==> config.mk <==
export PLATFORM = sky130hd
export DESIGN_NAME = gmsbd_front
export DESIGN_NICKNAME = d
export VERILOG_FILES = /design/src/hdl/gmsbd_pkg.sv /design/src/hdl/gmsbd_front.sv
export SDC_FILE = /design/constraint.sdc
export NUM_CORES = 1
export LEC_CHECK = 0
export BUFFER_PORTS_ARGS = -buffer_cell sky130_fd_sc_hd__buf_4
export CORE_ASPECT_RATIO = 2
export CORE_MARGIN = 3
export CORE_UTILIZATION = 50
export DETAILED_ROUTE_END_ITERATION = 8
export PLACE_DENSITY_LB_ADDON = 0.12
export SYNTH_ARGS = -nofsm -noshare
export SYNTH_HDL_FRONTEND = slang
export SYNTH_SLANG_ARGS = --single-unit
==> constraint.sdc <==
create_clock -name clock -period 16.95 [get_ports clock]
set_input_delay 3.39 -clock clock [delete_from_list [all_inputs] [get_ports clock]]
set_output_delay 3.39 -clock clock [all_outputs]
set_load 0.1 [all_outputs]
==> src/hdl/gmsbd_pkg.sv <==
package gmsbd_pkg;

   localparam logic [1:0] CELL_OPEN    = 2'd0;
   localparam logic [1:0] CELL_SOURCE  = 2'd1;
   localparam logic [1:0] CELL_BLOCKED = 2'd2;

   localparam logic [1:0] CSR_GRID_COLS = 2'd0;
   localparam logic [1:0] CSR_GRID_ROWS = 2'd1;

   localparam int CSR_DATA_W = 9;
   localparam int DIST_OUT_W = 16;

   typedef struct packed {
      logic valid;
      logic source;
      logic [1:0] code;
   } load_ctl_type;

endpackage

==> src/hdl/gmsbd_front.sv <==
module gmsbd_front
   import gmsbd_pkg::*;
#(
   parameter int MAX_ROWS = 256,
   parameter int MAX_COLS = 256,
   localparam int CAP = MAX_ROWS * MAX_COLS,
   localparam int AW  = $clog2(CAP),
   localparam int NW  = AW + 1,
   localparam int RW  = $clog2(MAX_ROWS + 1),
   localparam int CW  = $clog2(MAX_COLS + 1)
) (
   input  logic                   clock,
   input  logic                   reset,
   input  logic                   start,
   input  logic                   busy,
   input  logic [1:0]             req_cell_code,
   input  logic                   csr_valid,
   output logic                   csr_ready,
   input  logic [1:0]             csr_index,
   input  logic [CSR_DATA_W-1:0]  csr_wdata,
   output load_ctl_type           load_ctl,
   output logic [AW-1:0]          load_addr,
   output logic                   job_push,
   output logic [RW-1:0]          job_rows,
   output logic [CW-1:0]          job_cols,
   output logic [NW-1:0]          job_total
);

   logic [CSR_DATA_W-1:0] cols_reg_ff, cols_reg_in, rows_reg_ff, rows_reg_in;
   logic [NW-1:0]         count_ff, count_in;
   logic [RW-1:0]         rows_c;
   logic [CW-1:0]         cols_c;
   logic [NW-1:0]         total_c, count_next;
   logic                  accept, last;

   assign csr_ready = 1'b1;
   assign accept    = start && !busy;

   always_comb begin
      cols_reg_in = cols_reg_ff;
      rows_reg_in = rows_reg_ff;
      if (csr_valid) begin
         case (csr_index)
            CSR_GRID_COLS: cols_reg_in = csr_wdata;
            CSR_GRID_ROWS: rows_reg_in = csr_wdata;
            default: ;
         endcase
      end
   end

   // zero counts as one, oversize clamps to the maximum
   always_comb begin
      if (cols_reg_ff == '0) begin
         cols_c = CW'(1);
      end else if (32'(cols_reg_ff) > 32'(MAX_COLS)) begin
         cols_c = CW'(MAX_COLS);
      end else begin
         cols_c = CW'(cols_reg_ff);
      end
      if (rows_reg_ff == '0) begin
         rows_c = RW'(1);
      end else if (32'(rows_reg_ff) > 32'(MAX_ROWS)) begin
         rows_c = RW'(MAX_ROWS);
      end else begin
         rows_c = RW'(rows_reg_ff);
      end
   end

   assign total_c    = NW'(NW'(rows_c) * NW'(cols_c));
   assign count_next = count_ff + NW'(1);
   assign last       = (count_next >= total_c);

   always_comb begin
      count_in = count_ff;
      if (accept) begin
         count_in = last ? '0 : count_next;
      end
   end

   always_ff @(posedge clock) begin
      if (reset) begin
         cols_reg_ff <= CSR_DATA_W'(1);
         rows_reg_ff <= CSR_DATA_W'(1);
         count_ff    <= '0;
      end else begin
         cols_reg_ff <= cols_reg_in;
         rows_reg_ff <= rows_reg_in;
         count_ff    <= count_in;
      end
   end

   assign load_ctl.valid  = accept;
   assign load_ctl.source = (req_cell_code == CELL_SOURCE);
   assign load_ctl.code   = req_cell_code;
   assign load_addr       = count_ff[AW-1:0];
   assign job_push        = accept && last;
   assign job_rows        = rows_c;
   assign job_cols        = cols_c;
   assign job_total       = total_c;

endmodule

# Yosys cells after proc, flatten, opt, wreduce, memory -nomap -nowiden
# Index checks and enable logic that the tools add are counted.
classes:
  addsub: 1
  multipliers: 1
  order_cmp: 3
  eq_ne: 2
  mux: 5
  n_reduce_logical: 8
op_table:
  columns: ["cell", "count"]
  rows:
  - ["$mux W9", 4]
  - ["$gt A9 B9 Y1 const B", 2]
  - ["$logic_not A9 Y1", 2]
  - ["$add A17 B1 Y17 const B", 1]
  - ["$ge A17 B17 Y1", 1]
  - ["$mul A9 B9 Y17", 1]
  - ["$mux W17", 1]
  - ["$eq A2 B1 Y1 const B", 2]
  - ["$reduce_and A2 Y1", 2]
  - ["$logic_and A1 B1 Y1", 2]
  - ["$logic_not A2 Y1", 1]
  - ["$logic_not A1 Y1", 1]
word_totals:
  register_bits: 35
  in_bits: 18
  out_inout_bits: 57
  word_cells: 23

# Longest topological paths before layout
logic_depth:
  word_depth: 6
  mapped_depth: 30

# Least setup slack after synthesis
# Ideal clock, no wire load.
synth_path:
  path_type: "reg2out"
  start: "register cols_reg_ff[4]"
  end: "output port job_push"
  arrival_time_ns: 9.304
  t_required_ns: 13.560
  setup_slack_ns: 4.256
  path_stages_with_launch: 21
  n_path_buf: 0
  path_cell_list: "dfxtp_1 -> nor4_1 -> a21oi_1 -> nor2_1 -> nand2_1 -> fa_1 -> inv_1 -> fa_1 -> inv_1 -> fa_1 -> fa_1 -> inv_1 -> ha_1 -> xnor2_1 -> inv_1 -> ha_1 -> nand4_2 -> a2111oi_4 -> nor3_2 -> or3_1 -> a21oi_1"
synth_between:
  elab_chain_len: 6
  word_cells_on_any_way: 7
synth_lines:
  columns: ["element", "line", "rtl"]
  rows:
  - ["start, declared", "gmsbd_front.sv:29", "logic [CSR_DATA_W-1:0] cols_reg_ff, cols_reg_in, rows_reg_ff, rows_reg_in;"]
  - ["start signal, assigned", "gmsbd_front.sv:86", "cols_reg_ff <= cols_reg_in;"]
  - ["$gt A9 B9 Y1", "gmsbd_front.sv:55", "end else if (32'(cols_reg_ff) > 32'(MAX_COLS)) begin"]
  - ["$mux W9", "gmsbd_front.sv:55", null]
  - ["$mux W9 *", "gmsbd_front.sv:53", "if (cols_reg_ff == '0) begin"]
  - ["named net job_cols[0]", "gmsbd_front.sv:25", "output logic [CW-1:0] job_cols,"]
  - ["$mul A9 B9 Y17 *", "gmsbd_front.sv:69", "assign total_c = NW'(NW'(rows_c) * NW'(cols_c));"]
  - ["named net job_total[7]", "gmsbd_front.sv:26", "output logic [NW-1:0] job_total"]
  - ["$ge A17 B17 Y1 *", "gmsbd_front.sv:71", "assign last = (count_next >= total_c);"]
  - ["$logic_and A1 B1 Y1 *", "gmsbd_front.sv:96", "assign job_push = accept && last;"]
  - ["end, declared", "gmsbd_front.sv:23", "output logic job_push,"]
# The timed path passes the listed nets; every way through them passes the cells marked *.

# Final worst setup path
layout_path:
  start: "register rows_reg_ff[4]"
  end: "output port job_push"
layout_between:
  elab_chain_len: 6
  word_cells_on_any_way: 7
layout_lines:
  columns: ["element", "line", "rtl"]
  rows:
  - ["start, declared", "gmsbd_front.sv:29", null]
  - ["start signal, assigned", "gmsbd_front.sv:87", "rows_reg_ff <= rows_reg_in;"]
  - ["$gt A9 B9 Y1", "gmsbd_front.sv:62", "end else if (32'(rows_reg_ff) > 32'(MAX_ROWS)) begin"]
  - ["$mux W9", "gmsbd_front.sv:62", null]
  - ["$mux W9 *", "gmsbd_front.sv:60", "if (rows_reg_ff == '0) begin"]
  - ["$mul A9 B9 Y17 *", "gmsbd_front.sv:69", null]
  - ["$ge A17 B17 Y1 *", "gmsbd_front.sv:71", null]
  - ["$logic_and A1 B1 Y1 *", "gmsbd_front.sv:96", null]
# Every way passes the cells marked *; elsewhere a longest branch is shown, timed or not.

==> flow_metrics.py <==
metrics = {
    "detailed_routing": {
        "avgViaCountPerCell": 5.33,
        "drc": 0,
        "ant_nets": 0,
        "first_pass_iters": 4,
        "vias": 3982,
        "totalWireLength_um": 12400,
        "drt_first_iter_violations": 126,
        "wire_per_inst_um": 16.6,
    },
    "logic_synthesis": {
        "ys.flop_type": "dfxtp_1",
        "synth_cells": 596,
        "syn_area_sq_mm": 0.00482,
        "ys_types": 47,
        "ys_seq_area_frac": 0.145,
        "syn_nets": 717,
        "synth-edff-count": 0,
        "syn_avg_cell_area_sq_um": 8.09,
        "ys_ff_latch": 35,
        "async_flop_share": 0,
        "synth_warnings": 0,
    },
    "run": {
        "drv_cap": 0,
    },
    "sta": {
        "clock_skew_ns": 0.00544,
        "grt_setup_unrepaired": "no",
        "fmax_mhz": 96.8,
        "period_minus_slack_ns": 10.33,
        "tns_ns": 0,
        "min_period_over_period": 0.609,
        "setup_viol": 0,
        "slew_headroom": 0.396,
        "slew_viol_final": 0,
        "hold_viol_final": 0,
        "worstMarginPinSlew_ns": 0.904,
    },
    "clocking": {
        "numCtsBuffers": 5,
        "cts-hold-fix-buffers": 0,
        "clkLatencyLatePin_ns": 0.29,
        "cts_tree": "done",
        "htreeDepth": 2,
        "clkTransAtPathRegs_ns": 0.06,
        "clock_sinks": 35,
        "post_cts_resized": 0,
        "cts-root-buf": "clkbuf_16",
        "cts.path.max_buffers": 2,
        "post_cts_buffers": 0,
    },
    "placement": {
        "gp_congestion": 0.969,
        "hpwlAfterDp_um": 10600,
        "io_buffers": 73,
    },
    "min_path": {
        "min_to": "count_ff[14]$_SDFFE_PP0P_",
        "holdPathStages": 2,
        "hold_start": "count_ff[14]$_SDFFE_PP0P_",
        "hp-class": "reg -> reg",
    },
    "final_layout": {
        "layout-drive-gt1-share": 0.140,
        "nFillCells": 886,
        "final_nets": 763,
        "diodes": 0,
        "syn2layout_area_growth_pct": 12.9,
    },
    "floorplanning": {
        "core_region_area_sq_mm": 0.00938,
        "die_y_um": 145,
        "die_w_um": 75.4,
        "placementRows": 50,
        "start_util": 0.514,
        "pin_count": 75,
        "die_area_sq_mm": 0.0109,
    },
    "global_route": {
        "grt_pass1_vias": 4062,
        "grt_first_pass_wirelength_um": 19700,
        "grt_max_degree": 23,
        "antenna_found_initial": 0,
        "gr-total-overflow": 0,
        "grt_usage": 0.242,
    },
    "pwr": {
        "p_leak_nw": 3.03,
        "powerDensity_mw_per_mm2": 50.6,
        "power_w": 0.000275,
        "ir_worst_vdd_v": 0.0000552,
    },
    "worst_setup_path": {
        "r2r_cells": 24,
        "crit_path_max_fanout": 7,
        "cp-start-kind": "flip-flop",
        "path_class": "reg -> out",
        "reg2reg_slack_ns": 10.03,
        "critPathRequiredTime_ns": 13.56,
        "cp-end-kind": "primary output",
        "r2r_end": "count_ff[6]$_SDFFE_PP0P_",
        "crit_arrival_ns": 6.94,
        "critical_path.startpoint": "rows_reg_ff[4]$_SDFFE_PP0P_",
        "r2r_start": "rows_reg_ff[4]$_SDFFE_PP0P_",
    },
    "status": {
        "status": "finished, final reports clean",
    },
}
-- power breakdown --
part / switching, W / leakage, nW / internal [W]
Combinational: 0.0000681 / 2.67 / 0.0000242
Sequential: 0.00000271 / 0.283 / 0.0000843
Clock: 0.0000373 / 0.0731 / 0.0000587
Total: 0.000108 / 3.03 / 0.000167
-- sequential cells by signal, indices dropped and copies added (netlist names) --
register,flops
count_ff,17
rows_reg_ff,9
cols_reg_ff,9
-- synthesized netlist by cell type (2+ instances only) --
library cell,number,share of area
a211o_1,2,0.0036
a211oi_1,2,0.0031
a21o_1,10,0.016
a21oi_1,16,0.017
and2_1,13,0.017
and3_1,4,0.0052
buf_4,21,0.033
clkbuf_1,12,0.0093
dfxtp_1,35,0.15
fa_1,49,0.20
ha_1,54,0.14
inv_1,111,0.086
mux2i_1,16,0.033
nand2_1,59,0.046
nand2b_1,22,0.029
nand3_1,8,0.0083
nand3b_1,2,0.0031
nand4_1,2,0.0026
nor2_1,56,0.044
nor2b_1,4,0.0052
nor3_1,11,0.011
nor3b_1,3,0.0047
nor4_1,5,0.0065
o21ai_0,8,0.0083
o21ai_1,16,0.017
o21bai_1,2,0.0031
or3_1,2,0.0026
xnor2_1,22,0.040
xor2_1,11,0.020
-- per-layer routing --
metal | vias to the layer above | routed length, um | track usage
met5 | - | 0 | 0
met4 | 0 | 587 | 0.122
met3 | 34 | 432 | 0.0263
met2 | 115 | 6970 | 0.468
met1 | 1883 | 4430 | 0.240
li1 | 1950 | - | -
-- layout make-up --
class                   count  area (sq um)  area share
multi-input cells         414          3480       0.640
inverters                 112           420      0.0772
flip-flops and latches     35           701       0.129
clock buffers               6           139      0.0255
clock inverters             2          16.3     0.00299
repair buffers             74           556       0.102
well taps                 104           130      0.0239
-- stage by stage --
step | instance area (sq um) | std cells | util | setup WS [ns] | hold slack (ns)
after global placement | 5290 | 739 | 0.564 | 7.12 | 0.481
final | 5450 | 747 | 0.580 | 6.62 | 0.494
after floorplan | 4820 | 596 | - | 4.26 | 0.436
after global routing | 5450 | 747 | 0.580 | 6.16 | 0.517
after detailed placement | 5290 | 739 | 0.564 | 6.99 | 0.483
after CTS | 5450 | 747 | 0.580 | 6.63 | 0.493
-- cell families (layout without fill, tap and decap cells) --
logic type                 count (synthesis)  count (layout)  share of synthesized area
DFF                                       35              35                      0.145
muxes                                     16              16                     0.0332
buffers and inverters                    147             194                      0.132
adders and majority gates                103             103                      0.344
and+or+nand+nor                          198             198                      0.197
other                                      1               1                   0.000778
xor gates and xnor gates                  33              33                     0.0599
AOI/OAI and AO/OA                         63              63                     0.0880
-- critical path, cell delays in order (launching register included) --
cell	delay (ns)
dfxtp_1	0.33
nor4_1	0.34
a21oi_1	0.10
or2_2	0.35
inv_1	0.13
nand2_1	0.09
fa_1	0.54
fa_1	0.57
inv_1	0.06
fa_1	0.54
inv_1	0.06
fa_1	0.55
inv_1	0.05
ha_1	0.35
and2_1	0.16
o21ai_0	0.20
nand3_1	0.15
a31o_1	0.24
a21o_1	0.21
xnor2_1	0.14
ha_1	0.30
nand4_1	0.19
nor4_1	0.34
a21oi_1	0.17
a21oi_1	0.20
buf_4	0.31
-- worst max-delay path by stage --
stage / slack, ns / to
floorplan: 4.26 / job_push
detailed placement: 6.99 / job_push
global placement: 7.12 / job_push
CTS: 6.63 / job_push
global route: 6.16 / job_push
finish: 6.62 / job_push
-- cells in the final DEF, fill, tap and decap left out, types with 8 or more instances in the layout --
master	n
a21o_1	10
a21oi_1	16
and2_1	13
buf_4	74
dfxtp_1	35
fa_1	49
ha_1	54
inv_1	111
mux2i_1	16
nand2_1	59
nand2b_1	22
nand3_1	8
nor2_1	56
nor3_1	11
o21ai_0	8
o21ai_1	16
xnor2_1	22
xor2_1	11
Note: power is estimated with default switching activity, not from simulation.
