--- config.mk ---
export PLATFORM = sky130hd
export DESIGN_NAME = gmsbd_job_fifo
export DESIGN_NICKNAME = d
export VERILOG_FILES = /design/src/hdl/gmsbd_pkg.sv /design/src/hdl/gmsbd_job_fifo.sv
export SDC_FILE = /design/constraint.sdc
export NUM_CORES = 1
export LEC_CHECK = 0
export ABC_AREA = 1
export BUFFER_PORTS_ARGS = -buffer_cell sky130_fd_sc_hd__buf_4
export CORE_ASPECT_RATIO = 1.4
export CORE_UTILIZATION = 35
export CTS_BUF_LIST = sky130_fd_sc_hd__clkbuf_8
export DETAILED_ROUTE_END_ITERATION = 6
export SLEW_MARGIN = 20
export SYNTH_ARGS = -nofsm -noshare
export SYNTH_HDL_FRONTEND = slang
export SYNTH_SLANG_ARGS = --single-unit
export TNS_END_PERCENT = 50
--- constraint.sdc ---
create_clock -name clock -period 2.75 [get_ports clock]
set_clock_uncertainty 0.05 [all_clocks]
set_input_delay 0.1375 -clock clock [delete_from_list [all_inputs] [get_ports clock]]
set_output_delay 0.1375 -clock clock [all_outputs]
set_load 0.005 [all_outputs]
--- src/hdl/gmsbd_pkg.sv ---
package gmsbd_pkg;

   localparam logic [1:0] CELL_OPEN    = 2'd0;
   localparam logic [1:0] CELL_SOURCE  = 2'd1;
   localparam logic [1:0] CELL_BLOCKED = 2'd2;

   localparam logic [1:0] CSR_GRID_COLS = 2'd0;
   localparam logic [1:0] CSR_GRID_ROWS = 2'd1;

   localparam int CSR_DATA_W = 9;
   localparam int DIST_OUT_W = 16;

   typedef struct packed {
      logic valid;
      logic source;
      logic [1:0] code;
   } load_ctl_type;

endpackage

--- src/hdl/gmsbd_job_fifo.sv ---
module gmsbd_job_fifo
   import gmsbd_pkg::*;
#(
   parameter int WIDTH = 8
) (
   input  logic             clock,
   input  logic             reset,
   input  logic             push,
   input  logic [WIDTH-1:0] push_data,
   input  logic             pop,
   output logic             not_empty,
   output logic [WIDTH-1:0] pop_data
);

   logic [WIDTH-1:0] slot0_ff, slot0_in, slot1_ff, slot1_in;
   logic [1:0]       count_ff, count_in;

   always_comb begin
      slot0_in = slot0_ff;
      slot1_in = slot1_ff;
      count_in = count_ff;
      if (pop && count_ff != 2'd0) begin
         slot0_in = slot1_ff;
         count_in = count_ff - 2'd1;
      end
      if (push && count_in != 2'd2) begin
         if (count_in == 2'd0) begin
            slot0_in = push_data;
         end else begin
            slot1_in = push_data;
         end
         count_in = count_in + 2'd1;
      end
   end

   always_ff @(posedge clock) begin
      slot0_ff <= slot0_in;
      slot1_ff <= slot1_in;
      if (reset) begin
         count_ff <= 2'd0;
      end else begin
         count_ff <= count_in;
      end
   end

   assign not_empty = (count_ff != 2'd0);
   assign pop_data  = slot0_ff;

endmodule

Word level (Yosys, flattened, before mapping)
Cells that the tools add are included.
Widths: inputs -> output; s select.
- bits in registers: 18
- input bits: 12
- equal/unequal tests: 1
- bitwise operators: 1
- reductions and logical operators: 5
- add/sub/neg operators: 2
- muxes and demuxes: 5
- operators with widths (cell ; count):
    $mux 8 ; 3
    $mux 2 ; 2
    $add 2x1->2 const B ; 1
    $logic_and 1x1->1 ; 2
    $logic_not 2->1 ; 1
    $ne 2x2->1 const B ; 1
    $reduce_and 2->1 ; 1
    $reduce_bool 2->1 ; 1
    $sub 2x1->2 const B ; 1
    $not 1->1 ; 1

Depth between registers and ports, before layout
Gate-level depths: netlist of run 1.
- depth after elaboration: 6
- depth in mapped cells: 13
- gate-level depth less buffers: 12

Worst setup path before layout of run 1
Ideal clock, no wire load.
- kind: register to register
- from: reg count_ff[0]
- to: reg count_ff[1]
- required time: 2.586 ns
- arrival time: 1.905 ns
- setup time: 0.114 ns
- setup slack: 0.681 ns
- cell stages (with the launch flop): 14
- period minus slack after synthesis: 2.069 ns
- cells stage by stage: dfxtp_1 > inv_1 > ha_1 > inv_2 > buf_6 > nand3_2 > nand2_4 > buf_6 > inv_1 > ha_1 > nor2_2 > buf_2 > a21o_1 > a21oi_2
- longest elaborated chain between the ends: 6
- elaborated cells on any way between the ends: 8
- those cells by class: add/sub: 2; eq/ne: 1; mux: 2; reduce/logical: 3
- ends and longest elaborated chain (item ; RTL line ; text):
    from (decl) ; gmsbd_job_fifo.sv:16 ; logic [1:0] count_ff, count_in;
    from (signal assigned) ; gmsbd_job_fifo.sv:42 ; count_ff <= count_in;
    $reduce_bool 2->1 * ; -- ;
    named net not_empty ; gmsbd_job_fifo.sv:11 ; output logic not_empty,
    $logic_and 1x1->1 * ; gmsbd_job_fifo.sv:22 ; if (pop && count_ff != 2'd0) begin
    $mux 2 * ; gmsbd_job_fifo.sv:22 ;
    branches (longest 2 deep; another with $add 2x1->2) ; -- ;
    $mux 2 * ; gmsbd_job_fifo.sv:26 ; if (push && count_in != 2'd2) begin
Mark *: on every way through the listed nets, which the timed path passes.
A chain may end at the register's enable or synchronous reset.

Worst setup path after layout of run 1
- from: reg count_ff[0]
- to: reg slot0_ff[0] (netlist: pop_data[0])
- longest elaborated chain between the ends: 6
- elaborated cells on any way between the ends: 10
- those cells by class: add/sub: 1; eq/ne: 1; mux: 4; reduce/logical: 4
- ends and longest elaborated chain (item ; RTL line ; text):
    branches (longest 5 deep; another with $sub 2x1->2) ; -- ;
    $mux 8 * ; gmsbd_job_fifo.sv:26 ;
    named net slot0_in[0] ; gmsbd_job_fifo.sv:15 ; logic [WIDTH-1:0] slot0_ff, slot0_in, slot1_ff, slot1_in;
    to (signal assigned) ; gmsbd_job_fifo.sv:37 ; slot0_ff <= slot0_in;
    to (decl) ; gmsbd_job_fifo.sv:15 ;
Marks and branches as above.

==> reports/summary.txt, run 1 <==
outcome - completed
internal cell power - 0.719 mW
WL met3 - 91 µm
Clk pwr share - 0.155
Ys Warns - 0
die width - 44.6 µm
placed inst area - 1030 µm²
sequential share of power - 0.358
Slew @ Worst Pin - 0.494 ns
Post-Route Setup TNS - 0 ns
total gr overflow - 0
critical path type - reg2reg
GRT Overall Usage - 0.158
largest net degree at the start of global routing - 13
top sig layer - met4
Net Switching - 0.486 mW
post-route cell area - 1080 µm²
CP arrival - 2.53 ns
met2 WL - 903 µm
Logic pwr share - 0.487
I/O Buffers - 20
Unique masters post-synth - 20
Residual DRC - 0
post-cts gate resize count - 0
slew margin rel. - 0.670
Yosys reg bits - 18
syn avg cell area - 9.45 µm²
Post-layout nets - 130
clk_lat worst skew - 0.26 ns
Fmax - 0.411 GHz
Placer Congestion - 0.779
# diodes - 0
critical path required time - 2.85 ns
CTS Buf Count - 3
max-cap violation count - 0
Root Buffer - clkbuf_8
core box area - 2390 µm²
vias per cell - 4.78
post-route ant nets - 0
IO Count - 21
DRT iter0 DRCs - 15
Worst setup SP type - register
unrepaired setup endpoints after global routing - no
post-synthesis cell count - 94
clock slew at reported path FFs - 0.07 ns
Worst path slowest cell - nor2_2
post-synthesis sequential area ratio - 0.496
initial antenna violation count - 0
drt first pass iters - 5
met1 WL - 791 µm
Initial Utilization - 0.372
class of the worst hold path - in2reg
vias in the first global route - 670
Power Dens Cells - 1110 nW/µm²
max incr delay on CP - 0.41 ns
final worst path period share - 0.885
Syn Std Cell Area - 888 µm²
CTS HTree Levels - 1
CTS tree - yes
Die Y - 61.6 µm
Setup crit end kind - register
CTS max path bufs - 2
die area - 2750 µm²
Peak VDD IR - 407 µV
max-slew violation count - 0
Hold Fails Final Rpt - 0
Final setup viols - 0
Static Leak - 0.508 nW
crit-path max FO - 12
global-route wire length before repair - 3070 µm
clk sink count - 18
Sw Share - 0.404
final wirelength - 1820 µm
Layout area overhead - 22.1%
share of cells above drive strength 1 - 0.313
Post-DP HPWL - 1340 µm
via count - 712
Cell Rows - 21
minimum clock period - 2.43 ns
CP cell instances - inv_1 > ha_1 > inv_2 > nand2_2 > nand2_4 > nand2_4 > ha_1 > nor2_2 > nand3_4 > nand2_1 > nand2_1
WL/cell - 12.2 µm
Synth Net Count - 108
==> power by group through the flow <==
stage               sequential [mW]  clock, mW  combinational, mW
floorplan                     0.433          0              0.468
global placement              0.438          0              0.575
detailed placement            0.435          0              0.588
CTS                           0.433      0.192              0.591
global route                  0.441      0.201              0.673
finish                        0.432      0.187              0.587
==> routing by layer <==
metal / vias up / GRT usage
li1: 356 / -
met1: 324 / 0.206
met2: 29 / 0.237
met3: 3 / 0.0323
met4: 0 / 0.104
met5: - / 0
==> through the flow <==
step / hold WS, ns / util / instances / worst slack (ns) / power (mW)
floorplan: 0.157 / - / 94 / 0.681 / 0.901
global placement: 0.262 / 0.431 / 144 / 0.430 / 1.01
detailed placement: 0.261 / 0.431 / 144 / 0.335 / 1.02
CTS: 0.0140 / 0.454 / 149 / 0.312 / 1.22
global route: 0.0176 / 0.454 / 149 / 0.0891 / 1.31
finish: 0.0170 / 0.454 / 149 / 0.318 / 1.21
==> Yosys cell counts <==
cell,number,share of area
nand2_1,33,0.14
nor2_2,1,0.0070
buf_2,1,0.0056
inv_1,4,0.017
nand3_1,9,0.051
nand2_2,2,0.014
a21oi_1,1,0.0056
inv_2,2,0.0085
nand3_4,2,0.039
a21o_1,1,0.0085
nand2_4,3,0.038
dfxtp_1,10,0.23
nor2_1,1,0.0042
ha_1,2,0.028
buf_12,1,0.023
a21oi_2,1,0.0099
nand3_2,1,0.011
nand4_1,8,0.056
buf_6,3,0.038
edfxtp_1,8,0.27
==> cell type report <==
type | count | area (µm²)
clock buffer | 3 | 41.3
clock inverter | 1 | 3.75
fill | 228 | 1310
inverter | 6 | 22.5
multi-input combinational | 65 | 367
sequential | 18 | 440
tap | 34 | 42.5
timing repair buffer | 22 | 168
==> worst max-delay path: cells and delay by family (launching register included) <==
kind                       cells  cell delay [ns]
and+or+nand+nor                7             1.16
DFF                            1             0.37
buffers and inverters          2             0.30
adders and majority gates      2             0.44
==> flip-flops by register name (all words and copies together), names as in the netlist <==
signal	count
count_ff	2
slot1_ff	8
pop_data	8
==> logic make-up (layout without fill, tap and decap cells) <==
logic type	count (synthesis)	in the layout	synth area share
compound gates	3	3	0.0239
fa+ha+maj	2	2	0.0282
buf+inv	11	32	0.0915
flops	18	18	0.496
simple gates	60	60	0.361
==> cells in the final DEF (no fill, tap or decap), drive strengths merged <==
master       instances
nand2               38
buf                 21
nand3               12
dfxtp               10
nand4                8
edfxtp               8
inv                  6
clkbuf               3
ha                   2
nor2                 2
a21oi                2
a21o                 1
clkinv               1
dlygate4sd3          1
==> final timing paths <==
path,from,end,depth (start not counted),slack [ns]
setup / recovery,count_ff[0],pop_data[0],11,0.32
hold / removal,push_data[2],slot1_ff[2],1,0.02
setup reg to reg,count_ff[0],pop_data[0],11,0.32
hold reg to reg,pop_data[7],pop_data[7],4,0.50
==> repair_timing <==
action	in CTS	in global routing
endpoints found under the hold margin	1	0
buffers inserted	0	0
hold buffers	1	0
Power figures use the tool's default switching activity.
==> run 2: changes to the inputs <==
==> constraint.sdc (replaced) <==
create_clock -name clock -period 2.4 [get_ports clock]
set_clock_uncertainty 0.05 [all_clocks]
set_input_delay 0.12 -clock clock [delete_from_list [all_inputs] [get_ports clock]]
set_output_delay 0.12 -clock clock [all_outputs]
set_load 0.005 [all_outputs]
==> run 2 against run 1 <==
Net effect: maximum frequency up 7.4%; design area up 5.8%; hold slack worse by 0.013 ns; clock power up 14%; combinational power up 19%; flip-flop and latch count unchanged; non-clock buffer count up 7; sequential share of layout area down 2.2 points; power up 16%; global-route usage down 3.4 points.
==> reports/summary.txt, run 2 (same netlist as run 1, synthesis figures left out) <==
vias in the first global route - 576
global-route wire length before repair - 2440 µm
critical path type - reg2reg
hold depth - 1
final wirelength - 1650 µm
CTS HTree Levels - 1
critical path required time - 2.32 ns
CTS max path bufs - 2
Layout area overhead - 29.2%
die width - 44.6 µm
fillers - 244
IO Count - 21
total power - 1.40 mW
Worst setup SP type - register
Finished Core Util - 0.480
r2r endpoint - slot1_ff[7]
hold path endpoint - slot1_ff[1]
Net Switching - 0.545 mW
hold_sp - push_data[1]
GRT Overall Usage - 0.125
top sig layer - met4
drt first pass iters - 4
core box area - 2390 µm²
vias per cell - 4.56
clk_lat worst skew - 0.25 ns
unrepaired setup endpoints after global routing - no
worst r2r path cells - 9
CP arrival - 2.18 ns
WL/cell - 10.6 µm
most frequent cells in the layout - 33 x nand2_1, 24 x buf_4, 10 x dfxtp_1
initial antenna violation count - 0
total gr overflow - 0
hold slack - 0.00445 ns
# diodes - 0
via count - 711
met2 WL - 803 µm
CTS Buf Count - 3
Final setup viols - 0
WL met3 - 50 µm
Placer Congestion - 0.734
commonest non-fill, non-tap cell in the layout - nand2_1
met1 WL - 756 µm
Clk pwr share - 0.152
Peak VDD IR - 656 µV
Hold Buf Count CTS - 1
outcome - completed
max-slew violation count - 0
clock slew at reported path FFs - 0.07 ns
Power Dens Cells - 1220 nW/µm²
post-route ant nets - 0
pre-CTS setup slack - 0.117 ns
Initial Utilization - 0.372
Root Buffer - clkbuf_8
Fmax - 0.441 GHz
largest net degree at the start of global routing - 13
final worst path period share - 0.944
CTS tree - yes
share of cells above drive strength 1 - 0.320
Cell Rows - 21
Hold Fails Final Rpt - 0
Logic pwr share - 0.500
Die Y - 61.6 µm
Static Leak - 0.539 nW
die area - 2750 µm²
max-cap violation count - 0
DRT iter0 DRCs - 14
Slew @ Worst Pin - 0.311 ns
Residual DRC - 0
clk sink count - 18
reg2reg setup slack - 0.13 ns
minimum clock period - 2.27 ns
post-CTS setup buffer count - 0
post-cts gate resize count - 0
crit-path max FO - 12
sequential share of power - 0.348
Post-Route Setup TNS - 0 ns
Sw Share - 0.390
Post-DP HPWL - 1190 µm
I/O Buffers - 20
origin of the critical flop-to-flop path - count_ff[0]
Setup crit end kind - register
final worst-path setup slack - 0.134 ns
slew margin rel. - 0.792
internal cell power - 0.853 mW
class of the worst hold path - in2reg
Post-layout nets - 137
[run 2: changes by cell type in the layout (fill, tap and decap cells not counted), sizes merged]
cell         change
dlygate4sd3      +4
buf              +3
[run 2: final cells by class]
type / instances / area, µm² / share of cell area
inverters: 6 / 22.5 / 0.0196
clock buffers: 3 / 41.3 / 0.0360
flip-flops and latches: 18 / 440 / 0.384
repair buffers: 29 / 230 / 0.201
multi-input cells: 65 / 367 / 0.320
well taps: 34 / 42.5 / 0.0371
clock inverters: 1 / 3.75 / 0.00327
[run 2: worst max-delay path, stage by stage, from the launching register on]
cell	delay [ns]
dfxtp_1	0.38
inv_1	0.10
ha_1	0.22
inv_2	0.20
nand2_2	0.23
nand2_4	0.12
nand2_4	0.05
buf_4	0.17
nor2_1	0.26
buf_4	0.21
[run 2: routing by layer]
| layer | track usage | vias to the layer above |
|---|---|---|
| met1 | 0.150 | 315 |
| met4 | 0.0649 | 0 |
| met3 | 0.0176 | 4 |
| met5 | 0 | - |
| li1 | - | 375 |
| met2 | 0.214 | 17 |
[run 2: worst max-delay path by stage]
stage	end	slack (ns)	start
2_1_floorplan	count_ff[1]	0.33	count_ff[0]
3_3_place_gp	slot1_ff[6]	0.24	count_ff[0]
3_5_place_dp	slot1_ff[6]	0.12	count_ff[0]
4_1_cts	slot1_ff[4]	0.11	count_ff[0]
5_1_grt	slot1_ff[4]	0.003	count_ff[0]
6_report	slot1_ff[7]	0.13	count_ff[0]
[run 2: metrics by stage]
stage               area, µm²  std cells
finish                   1150        156
CTS                      1110        152
floorplan                 888         94
detailed placement       1050        147
global placement         1050        147
global route             1150        156
[run 2: power groups by stage]
stage | logic [mW] | clock network, mW | registers (mW)
5_1_grt | 0.793 | 0.231 | 0.497
6_report | 0.699 | 0.213 | 0.486
3_3_place_gp | 0.692 | 0 | 0.491
4_1_cts | 0.707 | 0.216 | 0.488
2_1_floorplan | 0.536 | 0 | 0.496
3_5_place_dp | 0.702 | 0 | 0.494
==> run 3: changes to the inputs <==
==> constraint.sdc (replaced) <==
create_clock -name clock -period 2 [get_ports clock]
set_clock_uncertainty 0.05 [all_clocks]
set_input_delay 0.1 -clock clock [delete_from_list [all_inputs] [get_ports clock]]
set_output_delay 0.1 -clock clock [all_outputs]
set_load 0.005 [all_outputs]
==> run 3 against run 2 <==
Net effect: via count up 5.6%; final cell count grew 5.8%; global-route usage grew 2.0 points; register-to-register slack better by 0.04 ns; design area is 8.2% higher; wire length is 9.4% higher; critical path depth is 2 higher; combinational power is 35% higher; sequential share of layout area decreased by 2.8 points; count of clock-buffer cells in the layout is 1 higher; largest cell class unchanged; largest power group unchanged; highest routed layer is now met3.
==> reports/summary.txt, run 3 (same netlist as run 1, synthesis figures left out) <==
critical path required time - 2.15 ns
Post-Route Setup TNS - 0 ns
share of cells above drive strength 1 - 0.351
unrepaired setup endpoints after global routing - no
CP cell instances - inv_1 > ha_1 > inv_2 > buf_4 > nand3_4 > nand2_4 > ha_1 > nor2_4 > buf_4 > nand4_1 > nand2_1
Peak VDD IR - 855 µV
hold_sp - push
total power - 1.82 mW
CTS tree - yes
final wirelength - 1810 µm
WP buf/inv - 4
crit-path max FO - 6
Die Y - 61.6 µm
core box area - 2390 µm²
Worst setup SP type - register
DRT iter0 DRCs - 25
final worst path period share - 0.915
max-cap violation count - 0
I/O Buffers - 20
CTS Buf Count - 3
max-slew violation count - 0
fillers - 242
Setup crit end kind - register
commonest non-fill, non-tap cell in the layout - nand2_1
Final setup viols - 0
global-route wire length before repair - 2950 µm
origin of the critical flop-to-flop path - count_ff[0]
die width - 44.6 µm
r2r endpoint - pop_data[3]
via count - 751
CTS max path bufs - 2
outcome - completed
# diodes - 0
GRT Overall Usage - 0.144
Cell Rows - 21
initial antenna violation count - 0
critical path type - reg2reg
total gr overflow - 0
vias in the first global route - 693
CTS HTree Levels - 1
CP startpoint - count_ff[0]
Post-layout nets - 146
minimum clock period - 1.83 ns
post-route cell area - 1240 µm²
WL/cell - 10.9 µm
post-route ant nets - 0
hold path endpoint - count_ff[0]
Initial Utilization - 0.372
max incr delay on CP - 0.34 ns
Static Leak - 0.587 nW
CP arrival - 1.98 ns
drt first pass iters - 4
Layout area overhead - 39.7%
Power Dens Cells - 1470 nW/µm²
Finished Core Util - 0.519
slew margin rel. - 0.882
Top delay family on crit path - buffers and inverters
Root Buffer - clkbuf_8
Residual DRC - 0
Post-DP HPWL - 1340 µm
die area - 2750 µm²
largest net degree at the start of global routing - 12
reg2reg setup slack - 0.17 ns
Worst path slowest cell - dfxtp_2
Slew @ Worst Pin - 0.177 ns
vias per cell - 4.55
most frequent cells in the layout - 33 x nand2_1, 29 x buf_4, 9 x nand3_1, 9 x dfxtp_1, 9 x dlygate4sd3_1
placed inst area - 1080 µm²
clk sink count - 18
class of the worst hold path - in2reg
Hold Fails Final Rpt - 0
Fmax - 0.546 GHz
IO Count - 21
worst r2r path cells - 11
hold depth - 5
Placer Congestion - 0.825
clock slew at reported path FFs - 0.07 ns
clk_lat worst skew - 0.25 ns
-- run 3: cell types whose count changed in the layout (fill, tap and decap cells not counted) --
| cell | previous run | this run |
|---|---|---|
| dlygate4sd3_1 | 5 | 9 |
| buf_4 | 24 | 29 |
| nor2_4 | 0 | 1 |
| dfxtp_1 | 10 | 9 |
| nor2_2 | 1 | 0 |
| clkinv_1 | 1 | 0 |
| dfxtp_2 | 0 | 1 |
| clkbuf_8 | 3 | 4 |
-- run 3: timing repair --
item,in CTS,in global routing
endpoints found under the hold margin,9,0
resized for setup,0,2
hold buffers,9,0
endpoints found under the setup margin,0,10
buffers inserted,0,1
-- run 3: layout make-up --
class / count / area [µm²] / share of cell area
sequential: 18 / 442 / 0.356
multi-input combinational: 65 / 372 / 0.299
timing repair buffer: 38 / 308 / 0.248
clock buffer: 4 / 55.1 / 0.0444
tap: 34 / 42.5 / 0.0343
inverter: 6 / 22.5 / 0.0181
-- run 3: how the worst max path moves through the flow --
stage	to	slack, ns	depth (start not counted)
5_1_grt	pop_data[3]	0.05	11
2_1_floorplan	count_ff[1]	0.004	13
3_3_place_gp	pop_data[5]	0.10	11
3_5_place_dp	pop_data[3]	0.04	11
4_1_cts	pop_data[3]	0.02	11
6_report	pop_data[3]	0.17	11
-- run 3: worst register-to-register path, delay by kind of cell, from the launching register on --
family / cells / cell delay [ns]
flip-flops: 1 / 0.34
adder cells (fa/ha/maj): 2 / 0.39
buffers and inverters: 4 / 0.50
AND/OR/NAND/NOR: 5 / 0.50
-- run 3: layer usage --
layer	GRT usage	vias up	wire [µm]
li1	-	390	-
met1	0.178	339	823
met2	0.256	22	926
met3	0.0264	0	56
met4	0.0390	0	0
met5	0	-	0
-- run 3: where the power goes --
group / total (mW) / internal [mW] / switching [mW]
registers: 0.585 / 0.530 / 0.0555
logic: 0.942 / 0.433 / 0.509
clock network: 0.294 / 0.175 / 0.119
-- run 3: stage by stage --
step	instances	setup slack [ns]	hold slack, ns
CTS	164	0.0155	0.207
global placement	151	0.102	0.225
detailed placement	151	0.0384	0.229
finish	165	0.170	0.189
floorplan	94	0.00414	0.119
global route	165	0.0521	0.207
